[src/rtl/core/swms_pkg.sv]
// ----------------------------------------------------------------------------
// Square wave melody sequencer package
// Transfer types, opcodes, register indexes and reset values.
// ----------------------------------------------------------------------------
`default_nettype none

package swms_pkg;

    localparam int DIV_W      = 20;
    localparam int DIV_CNT_W  = 5;
    localparam int TICK_W     = 17;
    localparam int CFG_IDX_W  = 1;
    localparam int CFG_DATA_W = 20;

    localparam logic [1:0] OP_TICK  = 2'd0;
    localparam logic [1:0] OP_WRITE = 2'd1;
    localparam logic [1:0] OP_START = 2'd2;

    localparam logic [CFG_IDX_W-1:0] CFG_SAMPLE_RATE = 1'd0;
    localparam logic [CFG_IDX_W-1:0] CFG_VOLUME      = 1'd1;

    localparam logic [19:0] SAMPLE_RATE_RST = 20'd44100;
    localparam logic [11:0] VOLUME_RST      = 12'd1024;

    typedef struct packed {
        logic [1:0]  op;
        logic [5:0]  entry_index;
        logic [15:0] note_freq;
        logic [15:0] note_duration;
        logic [5:0]  song_start;
        logic [6:0]  song_length;
    } swms_in_t;

    typedef struct packed {
        logic [11:0] sample;
        logic        playing;
    } swms_out_t;

    typedef struct packed {
        logic [15:0] freq;
        logic [15:0] dur;
    } swms_entry_t;

endpackage

`default_nettype wire

[src/rtl/core/swms_ram.sv]
// ----------------------------------------------------------------------------
// Generic single-port-write RAM
// One write port, one read port, registered read data.
// ----------------------------------------------------------------------------
`default_nettype none

module swms_ram #(
    parameter int WIDTH = 32,
    parameter int DEPTH = 64
) (
    input  wire logic                     aclk,
    input  wire logic                     we,
    input  wire logic [$clog2(DEPTH)-1:0] waddr,
    input  wire logic [WIDTH-1:0]         wdata,
    input  wire logic [$clog2(DEPTH)-1:0] raddr,
    output logic      [WIDTH-1:0]         rdata
);

    logic [WIDTH-1:0] mem [DEPTH];

    always_ff @(posedge aclk) begin
        if (we) begin
            mem[waddr] <= wdata;
        end
        rdata <= mem[raddr];
    end

endmodule

`default_nettype wire

[src/rtl/core/square_wave_melody_sequencer_top.sv]
// ----------------------------------------------------------------------------
// Square wave melody sequencer
// Note table in RAM; a shared restoring divider gives period and phase.
// ----------------------------------------------------------------------------
// Playing tick: 20-step divider pass for the period, then for the phase if nonzero.
// Idle tick goes straight to emit; note write is taken in idle; start wraps the index.
// One item at a time; the next item is taken while a result waits on m_.
// Reset: synchronous active low; idle, counters zero, registers at defaults,
// note table undefined until written.
`default_nettype none

module square_wave_melody_sequencer_top
    import swms_pkg::*;
#(
    parameter int NOTE_DEPTH = 64
) (
    input  wire logic                  aclk,
    input  wire logic                  aresetn,
    input  wire logic                  s_valid,
    output logic                       s_ready,
    input  wire swms_in_t              s_payload,
    output logic                       m_valid,
    input  wire logic                  m_ready,
    output swms_out_t                  m_payload,
    input  wire logic                  cfg_wr_en,
    input  wire logic [CFG_IDX_W-1:0]  cfg_index,
    input  wire logic [CFG_DATA_W-1:0] cfg_wr_data
);

    localparam int AW      = $clog2(NOTE_DEPTH);
    localparam int LEN_MAX = (NOTE_DEPTH < 127) ? NOTE_DEPTH : 127;
    localparam int END_W   = $clog2(63 + LEN_MAX + 1);

    typedef enum logic [4:0] {
        S_IDLE = 5'b00001,
        S_WRAP = 5'b00010,
        S_LOAD = 5'b00100,
        S_DIV  = 5'b01000,
        S_EMIT = 5'b10000
    } state_t;

    state_t              state_reg, state_next;
    logic                active_reg, active_next;
    logic [TICK_W-1:0]   tick_reg, tick_next;
    logic [END_W-1:0]    note_reg, note_next;
    logic [END_W-1:0]    end_reg, end_next;
    logic [AW-1:0]       slot_reg, slot_next;
    logic                out_valid_reg, out_valid_next;
    logic [19:0]         sample_rate_reg, sample_rate_next;
    logic [11:0]         volume_reg, volume_next;

    logic [5:0]          wrap_reg, wrap_next;
    logic [15:0]         dur_reg, dur_next;
    logic [DIV_W-1:0]    period_reg, period_next;
    logic [DIV_W-1:0]    rem_reg, rem_next;
    logic [DIV_W-1:0]    quo_reg, quo_next;
    logic [DIV_W-1:0]    den_reg, den_next;
    logic [DIV_CNT_W-1:0] cnt_reg, cnt_next;
    logic                phase_reg, phase_next;
    logic                hi_reg, hi_next;
    swms_out_t           out_reg, out_next;

    swms_entry_t         ram_wdata;
    swms_entry_t         ram_rdata;
    logic                ram_we;

    logic                in_xfer;
    logic [DIV_W:0]      rem_sh;
    logic [DIV_W:0]      rem_diff;
    logic                fits;
    logic [DIV_W-1:0]    rem_step;
    logic [DIV_W-1:0]    quo_step;
    logic [TICK_W-1:0]   tick_inc;
    logic [END_W-1:0]    len_sat;

    assign s_ready   = (state_reg == S_IDLE);
    assign in_xfer   = s_valid && s_ready;
    assign m_valid   = out_valid_reg;
    assign m_payload = out_reg;

    assign ram_wdata.freq = s_payload.note_freq;
    assign ram_wdata.dur  = s_payload.note_duration;
    assign ram_we = in_xfer && (s_payload.op == OP_WRITE)
                    && (32'(s_payload.entry_index) < NOTE_DEPTH);

    swms_ram #(
        .WIDTH ($bits(swms_entry_t)),
        .DEPTH (NOTE_DEPTH)
    ) u_note_ram (
        .aclk  (aclk),
        .we    (ram_we),
        .waddr (AW'(s_payload.entry_index)),
        .wdata (ram_wdata),
        .raddr (slot_reg),
        .rdata (ram_rdata)
    );

    // restoring divider step
    assign rem_sh   = {rem_reg, quo_reg[DIV_W-1]};
    assign rem_diff = rem_sh - {1'b0, den_reg};
    assign fits     = (rem_sh >= {1'b0, den_reg});
    assign rem_step = fits ? rem_diff[DIV_W-1:0] : rem_sh[DIV_W-1:0];
    assign quo_step = {quo_reg[DIV_W-2:0], fits};

    assign tick_inc = tick_reg + TICK_W'(1);
    assign len_sat  = (32'(s_payload.song_length) > NOTE_DEPTH) ? END_W'(NOTE_DEPTH)
                                                                : END_W'(s_payload.song_length);

    always_comb begin
        state_next       = state_reg;
        active_next      = active_reg;
        tick_next        = tick_reg;
        note_next        = note_reg;
        end_next         = end_reg;
        slot_next        = slot_reg;
        out_valid_next   = out_valid_reg;
        sample_rate_next = sample_rate_reg;
        volume_next      = volume_reg;
        wrap_next        = wrap_reg;
        dur_next         = dur_reg;
        period_next      = period_reg;
        rem_next         = rem_reg;
        quo_next         = quo_reg;
        den_next         = den_reg;
        cnt_next         = cnt_reg;
        phase_next       = phase_reg;
        hi_next          = hi_reg;
        out_next         = out_reg;

        if (out_valid_reg && m_ready) begin
            out_valid_next = 1'b0;
        end

        if (cfg_wr_en) begin
            unique case (cfg_index)
                CFG_SAMPLE_RATE: sample_rate_next = cfg_wr_data[19:0];
                CFG_VOLUME:      volume_next      = cfg_wr_data[11:0];
                default: ;
            endcase
        end

        unique case (state_reg)
            S_IDLE: begin
                if (in_xfer) begin
                    case (s_payload.op)
                        OP_TICK: begin
                            hi_next    = 1'b0;
                            state_next = active_reg ? S_LOAD : S_EMIT;
                        end
                        OP_START: begin
                            tick_next   = '0;
                            note_next   = END_W'(s_payload.song_start);
                            end_next    = END_W'(s_payload.song_start) + len_sat;
                            active_next = (s_payload.song_length != 7'd0);
                            wrap_next   = s_payload.song_start;
                            state_next  = S_WRAP;
                        end
                        default: ;
                    endcase
                end
            end
            S_WRAP: begin
                if (32'(wrap_reg) >= NOTE_DEPTH) begin
                    wrap_next = wrap_reg - 6'(NOTE_DEPTH);
                end else begin
                    slot_next  = AW'(wrap_reg);
                    state_next = S_IDLE;
                end
            end
            S_LOAD: begin
                dur_next   = ram_rdata.dur;
                rem_next   = '0;
                quo_next   = sample_rate_reg;
                den_next   = DIV_W'(ram_rdata.freq);
                cnt_next   = DIV_CNT_W'(DIV_W);
                phase_next = 1'b0;
                state_next = (ram_rdata.freq == 16'd0) ? S_EMIT : S_DIV;
            end
            S_DIV: begin
                rem_next = rem_step;
                quo_next = quo_step;
                cnt_next = cnt_reg - DIV_CNT_W'(1);
                if (cnt_reg == DIV_CNT_W'(1)) begin
                    if (!phase_reg) begin
                        period_next = quo_step;
                        if (quo_step == '0) begin
                            state_next = S_EMIT;
                        end else begin
                            rem_next   = '0;
                            quo_next   = DIV_W'(tick_inc);
                            den_next   = quo_step;
                            cnt_next   = DIV_CNT_W'(DIV_W);
                            phase_next = 1'b1;
                        end
                    end else begin
                        hi_next    = (rem_step > (period_reg >> 1));
                        state_next = S_EMIT;
                    end
                end
            end
            S_EMIT: begin
                if (!out_valid_reg || m_ready) begin
                    out_valid_next = 1'b1;
                    out_next.sample  = hi_reg ? volume_reg : 12'd0;
                    out_next.playing = 1'b0;
                    if (active_reg) begin
                        if ({1'b0, tick_inc} > {2'b0, dur_reg}) begin
                            tick_next   = '0;
                            note_next   = note_reg + END_W'(1);
                            slot_next   = (slot_reg == AW'(NOTE_DEPTH - 1)) ? '0
                                                                            : slot_reg + AW'(1);
                            active_next = ((note_reg + END_W'(1)) < end_reg);
                            out_next.playing = ((note_reg + END_W'(1)) < end_reg);
                        end else begin
                            tick_next   = tick_inc;
                            active_next = (note_reg < end_reg);
                            out_next.playing = (note_reg < end_reg);
                        end
                    end
                    state_next = S_IDLE;
                end
            end
            default: state_next = S_IDLE;
        endcase
    end

    always_ff @(posedge aclk) begin
        if (!aresetn) begin
            state_reg       <= S_IDLE;
            active_reg      <= 1'b0;
            tick_reg        <= '0;
            note_reg        <= '0;
            end_reg         <= '0;
            slot_reg        <= '0;
            out_valid_reg   <= 1'b0;
            sample_rate_reg <= SAMPLE_RATE_RST;
            volume_reg      <= VOLUME_RST;
        end else begin
            state_reg       <= state_next;
            active_reg      <= active_next;
            tick_reg        <= tick_next;
            note_reg        <= note_next;
            end_reg         <= end_next;
            slot_reg        <= slot_next;
            out_valid_reg   <= out_valid_next;
            sample_rate_reg <= sample_rate_next;
            volume_reg      <= volume_next;
        end
    end

    always_ff @(posedge aclk) begin
        wrap_reg   <= wrap_next;
        dur_reg    <= dur_next;
        period_reg <= period_next;
        rem_reg    <= rem_next;
        quo_reg    <= quo_next;
        den_reg    <= den_next;
        cnt_reg    <= cnt_next;
        phase_reg  <= phase_next;
        hi_reg     <= hi_next;
        out_reg    <= out_next;
    end

endmodule

`default_nettype wire

[config.mk]
export PLATFORM = sky130hd
export DESIGN_NAME = square_wave_melody_sequencer_top
export DESIGN_NICKNAME = d
export VERILOG_FILES = /design/src/rtl/core/swms_pkg.sv /design/src/rtl/core/swms_ram.sv /design/src/rtl/core/square_wave_melody_sequencer_top.sv
export SDC_FILE = /design/constraint.sdc
export NUM_CORES = 2
export LEC_CHECK = 0
export ABC_AREA = 1
export BUFFER_PORTS_ARGS = -buffer_cell sky130_fd_sc_hd__buf_2
export CAP_MARGIN = 20
export CORE_MARGIN = 3
export CORE_UTILIZATION = 35
export DETAILED_ROUTE_END_ITERATION = 6
export GPL_ROUTABILITY_DRIVEN = 0
export HOLD_SLACK_MARGIN = 0.05
export SLEW_MARGIN = 40
export SYNTH_ARGS = -nofsm -noshare
export SYNTH_HDL_FRONTEND = slang
export SYNTH_SLANG_ARGS = --single-unit
[constraint.sdc]
create_clock -name aclk -period 3.9 [get_ports aclk]
set_input_delay 0.78 -clock aclk [delete_from_list [all_inputs] [get_ports aclk]]
set_output_delay 0.78 -clock aclk [all_outputs]
set_load 0.005 [all_outputs]
=== Word-level counts from Yosys, hierarchy flattened ===
Memories as Yosys holds them, arrays and structs flattened. A register that Yosys moved wholly into a read port is not among the register bits.
Index checks and enable logic that the tools add are counted.

* Register bits after elaboration: 198
* Memory bits (writable): 2,048
* Input bits: 79
* Output and inout port bits: 15
* Logic and storage cells: 146
* Memories: 1

{| class="wikitable"
|+ Memory list
! memory !! words !! bits a word !! read ports !! clocked after Yosys merged registers in !! wr ports !! RTL line !! source
|-
| u_note_ram.mem || 64 || 32 || 1 || 1 || 1 || swms_ram.sv:19 || <nowiki>logic [WIDTH-1:0] mem [DEPTH];</nowiki>
|}

* Add/sub/neg operators: 6
* $lt $le $gt $ge: 6
* Equality and inequality tests: 21
* Mux-type cells: 64
* Bitwise operators: 2
* Reduce and logical (&&, ||, !) cells: 26

{| class="wikitable"
|+ Operator list
! cell !! number
|-
| $mux W20 || 10
|-
| $pmux W20 S2 || 3
|-
| $mux W17 || 5
|-
| $mux W5 || 10
|-
| $mux W7 || 6
|-
| $pmux W17 S2 || 1
|-
| $mux W6 || 4
|-
| $ge A21 B20 Y1 || 1
|-
| $gt A20 B19 Y1 || 1
|-
| $logic_not A20 Y1 || 1
|-
| $pmux W5 S2 || 2
|-
| $pmux W5 S4 || 1
|-
| $sub A20 B20 Y20 || 1
|-
| $add A17 B1 Y17 const B || 1
|-
| $gt A17 B16 Y1 || 1
|-
| $mux W1 || 17
|-
| $logic_not A16 Y1 || 1
|-
| $reduce_and A5 Y1 || 3
|-
| $lt A7 B7 Y1 || 2
|-
| $ne A2 B2 Y1 const B || 7
|-
| $pmux W7 S2 || 1
|-
| $pmux W6 S2 || 1
|-
| $reduce_and A4 Y1 || 3
|-
| $eq A5 B1 Y1 const B || 2
|-
| 26 further kinds || 40
|}

=== Depth between registers and ports, before layout ===
* Depth in word-level cells: 6
* Depth in mapped cells: 26
* Gate-level depth less buffers: 26

=== By module ===
A second synthesis with hierarchy kept.

* Cells, all modules: 8,145
* Area total of the unflattened synthesis: 94,152.8 um^2

{| class="wikitable"
|+ Modules (own cells, without submodules)
! module !! times used !! cells each !! area each (um^2) !! seq. area each (um^2)
|-
| swms_ram || 1 || 6,770 || 82,735.6 || 62,139.6
|-
| square_wave_melody_sequencer_top || 1 || 1,375 || 11,417.2 || 5,154.9
|}

=== Worst setup path after synthesis ===
Ideal clock, no wire load.

* Kind: reg2reg
* From: register rem_reg[1]
* To: register hi_reg, data pin
* Setup time: 270 ps
* Arrival: 2,957 ps
* Data required time: 3,630 ps
* Setup slack: 673 ps
* Stages on the path, launching flop included: 24
* Buffers on the path: 0
* Period minus slack after synthesis: 3,227 ps
* Path through: edfxtp_1 -> ha_1 -> a21oi_1 -> nand2_1 -> a21boi_2 -> inv_1 -> a21oi_1 -> o21ai_0 -> a21oi_1 -> xor2_1 -> nand2_1 -> o21ai_0 -> inv_1 -> ha_1 -> nand2_1 -> nor2_1 -> a211oi_1 -> o21ai_0 -> nand2_1 -> nand2_1 -> nand2_1 -> nand2_1 -> nand2_1 -> a21oi_1

* Longest elaborated chain between the ends: 6
* Elaborated cells between the ends (all ways): 7
* Classes of those cells: 1 x add/sub; 2 x order compare; 4 x mux

{| class="wikitable"
|+ Ends and longest elaborated chain
! what !! RTL line !! source
|-
| start: declaration || square_wave_melody_sequencer_top.sv:55 || <nowiki>logic [DIV_W-1:0] rem_reg, rem_next;</nowiki>
|-
| start signal: assignment || square_wave_melody_sequencer_top.sv:255 || <nowiki>rem_reg <= rem_next;</nowiki>
|-
| $sub A20 B20 Y20 or $ge A21 B20 Y1 (tied branches) || square_wave_melody_sequencer_top.sv:100, square_wave_melody_sequencer_top.sv:101 ||
|-
| $mux W20 * || square_wave_melody_sequencer_top.sv:102 || <nowiki>assign rem_step = fits ? rem_diff[DIV_W-1:0] : rem_sh[DIV_W-1:0];</nowiki>
|-
| $gt A20 B19 Y1 * || square_wave_melody_sequencer_top.sv:196 || <nowiki>hi_next = (rem_step > (period_reg >> 1));</nowiki>
|-
| $mux W1 * || square_wave_melody_sequencer_top.sv:184 || <nowiki>if (!phase_reg) begin</nowiki>
|-
| $mux W1 * || square_wave_melody_sequencer_top.sv:183 || <nowiki>if (cnt_reg == DIV_CNT_W'(1)) begin</nowiki>
|-
| $pmux W1 S2 * || square_wave_melody_sequencer_top.sv:142 || <nowiki>unique case (state_reg)</nowiki>
|-
| end signal: assignment || square_wave_melody_sequencer_top.sv:260 || <nowiki>hi_reg <= hi_next;</nowiki>
|-
| end: declaration || square_wave_melody_sequencer_top.sv:60 || <nowiki>logic hi_reg, hi_next;</nowiki>
|}

Every way passes the cells marked *; elsewhere a longest branch is shown, timed or not. The select of a mux whose other input is x is not followed.
A chain may end at the register's enable or synchronous reset.

=== Final worst setup path ===
* From: register rem_reg[6]
* To: register hi_reg, data pin

The elaborated chain is that of the path after synthesis.

==> key figures <==
Yosys
  – Synthesized Nets: 7300
  – Post-Synthesis Cells: between 7000 and 8000
  – Register area share after synthesis: 0.734
  – YS warnings: 0
  – Flops & latches, synth: roughly 2300
  – Avg Inst Size Synth: around 13 sq um
  – Number of synthesized flops with an enable pin: ~2200
  – Top cell type's share of synthesized area: 0.710
  – Synth cell types: 65
  – Cell taking the most area after synthesis: edfxtp_1
  – Leading post-synthesis cells by cell area: edfxtp_1 71%, o21ai_0 6.6%, nor2_1 5.6%
  – FFs w/ async S/R, synth: 0
  – Synth Cell Area: 91700 sq um
  – Post-synth top flop: edfxtp_1

Detailed routing
  – Vias per cell: about 5.6
  – Via count: around 60000
  – Pre-antenna DRT Iters: 6
  – Routed wire per std cell: 24.8 um
  – Antenna Nets Post-Route: 0
  – Detailed Route WL: approximately 270 mm
  – Number of remaining DRC errors: 0
  – Initial drt markers: 7576

Power and ir drop
  – Pwr Density: 468 nW/um^2
  – P_leak: approximately 35 nW
  – Max IR drop VDD: approximately 0.00048 V
  – Tot Pwr: just under 50 mW

STA
  – Final-report hold violation count: 0
  – Worst-Margin Slew: between 800 and 900 ps
  – Period Utilization, post-route: 0.925
  – Final min period: roughly 3600 ps
  – Final setup viols: 0
  – Fmax: approximately 280 MHz
  – RSZ-0062 raised after global routing: true
  – Slew headroom: 0.437
  – Fin worst setup slack: 293 ps
  – Clock skew: between 90 and 100 ps
  – Fin Setup TNS: 0 ps
  – Smallest hold slack: between 100 and 150 ps
  – Final slew viol count: 0

Die
  – Starting density of the core: 0.352
  – Die area: between 200000 and 300000 sq um
  – Ports: between 90 and 100
  – Area of the core: between 200000 and 300000 sq um
  – Site row count: 187
  – Die Y: 518 um
  – Chip width: between 500 and 600 um

Cells and area
  – Share of cells above drive strength 1: 0.111
  – Largest Register: u_note_ram.mem
  – Synthesis-to-finish area growth: 15.0%
  – Max reg flops: 2048
  – Top flop regs: u_note_ram.mem: 2048 flops, u_note_ram.rdata: 32 flops
  – Most common cell after layout, fill and taps aside: edfxtp_1
  – Final core occ: 0.405
  – Register area: slightly below 70000 sq um
  – Commonest cells after routing, fill and taps aside: 2169 x edfxtp_1, 1311 x nor2_1, 1205 x o21ai_0, 324 x o22ai_1, 312 x nand2_1
  – Fillers: 24100
  – Multi-input gate area: roughly 22000 sq um
  – Final #Nets: roughly 7400

Critical path
  – RR Startpoint: rem_reg[6]
  – R2R depth: 23
  – Crit Path Max Fanout: 6
  – Crit. End Element: register
  – Worst EP required: ~4500 ps
  – Critical path type: register to register
  – Reg-to-reg endpoint: hi_reg
  – Crit path launch type: register
  – Crit path DAT: roughly 4200 ps
  – Worst R2R Setup Slack: between 200 and 300 ps

Clocking
  – Root buffer cell: clkbuf_16
  – Cts hold-fix bufs: 0
  – Htree depth: 4
  – CTS clk-pin slew, worst paths: around 70 ps
  – Max clock buf depth: 3
  – Num CTS Buffers: around 220
  – CTS tree: done
  – Clk sink count: 2277
  – Worst-Skew Late Latency: between 800 and 900 ps

Global routing
  – Largest net degree at the start of global routing: 186
  – Antenna violations before repair: 14
  – Final global-route overflow total: 0
  – Vias in the first global route: just under 60000
  – Gr usage total: 0.195
  – First-pass GRT wire length: between 300 and 400 mm

Placement
  – Port bufs: a little over 90
  – Pre-CTS WS: between 100 and 150 ps
  – Hpwl dp: 148 mm

Hold path
  – Endpoint, Worst Hold: sample_rate_reg[18]
  – HP Start: cfg_wr_data[18]
  – Hold Path Cell Cnt: 3
  – HP Class: input port to register

Run
  – Max Cap Viol: 0

Run status
  – Outcome: finished clean
[per-stage QoR]
step           cell area (sq um)  std cells
6_report                  105000      11000
3_5_place_dp               98100      10500
3_3_place_gp               98000      10500
4_1_cts                   105000      10900
2_1_floorplan              91700       7141
5_1_grt                   105000      11000
[worst max-delay path, stage by stage, from the launching register on]
cell	delay, ps
edfxtp_1	440
ha_4	320
nand2_1	130
nor2_2	120
nand2_1	90
o21ai_4	210
nand3_2	110
nand2_4	120
clkinvlp_4	160
or2_0	260
o21ai_2	100
ha_1	270
nand2_1	70
inv_1	50
a221oi_1	260
nor2_1	90
nor2_1	120
o21ai_1	80
nand2_1	70
nand2_1	60
nand2_1	60
nand2_1	40
nand2_1	50
a21oi_1	50
[how the worst max path moves through the flow]
| stage | endpoint | slack, ps | from | cells past startpoint |
|---|---|---|---|---|
| 6_report | hi_reg | 290 | rem_reg[6] | 23 |
| 5_1_grt | hi_reg | -20 | rem_reg[6] | 24 |
| 4_1_cts | hi_reg | 90 | rem_reg[5] | 23 |
| 3_5_place_dp | hi_reg | 110 | rem_reg[5] | 23 |
| 3_3_place_gp | hi_reg | 40 | rem_reg[1] | 23 |
| 2_1_floorplan | hi_reg | 670 | rem_reg[1] | 23 |
[cells in the mapped netlist (4+ instances only)]
cell,instances
a211oi_1,4
a21o_1,4
a21oi_1,135
a22o_1,5
a22oi_1,4
a311o_1,5
buf_1,9
buf_2,125
buf_4,24
buf_6,24
clkbuf_1,294
dfxtp_1,108
edfxtp_1,2169
ha_1,78
inv_1,212
inv_2,8
nand2_1,314
nand3_1,160
nand4_1,21
nor2_1,1380
nor2_2,6
nor2_4,4
nor3_1,17
nor4_1,13
o211ai_1,101
o21ai_0,1210
o21ai_1,46
o221ai_1,228
o22ai_1,324
o32ai_1,6
or2_0,4
or2_2,6
or3_1,14
xnor2_1,17
xor2_1,22
[layout make-up]
| cell class | count | share of cell area |
|---|---|---|
| Inverter | 224 | 0.00846 |
| Clock buffer | 271 | 0.0546 |
| Multi-Input combinational cell | 4162 | 0.209 |
| Tap cell | 3496 | 0.0415 |
| Clock inverter | 132 | 0.0115 |
| Sequential cell | 2277 | 0.638 |
| Antenna cell | 8 | 0.000190 |
| Timing Repair Buffer | 389 | 0.0362 |
[per-layer routing]
layer,vias to the layer above,track usage,wire length (um)
met4,4,0.0704,9780
met3,507,0.0383,25300
met5,-,0,27
met2,2945,0.307,124000
li1,26900,-,-
met1,30600,0.269,112000
[where the power goes]
part	internal, mW	switching, mW
clock network	11.4	9.25
logic	0.444	1.29
registers	26.9	0.0790
[kinds of logic (layout without fill, tap and decap cells)]
logic type / Yosys count / after routing / share of synthesized area
flops: 2277 / 2277 / 0.734
compound gates: 2088 / 2088 / 0.132
simple gates: 1954 / 1954 / 0.0856
buf+inv: 702 / 1016 / 0.0335
fa+ha+maj: 80 / 80 / 0.0111
xor+xnor: 40 / 40 / 0.00390
other cells: 0 / 8 / 0
[timing repair]
action	CTS	global route
gates resized for setup	0	34
setup endpoints to repair	0	5
buffers inserted	0	7
endpoints found under the hold margin	0	0
Power figures use the tool's default switching activity.
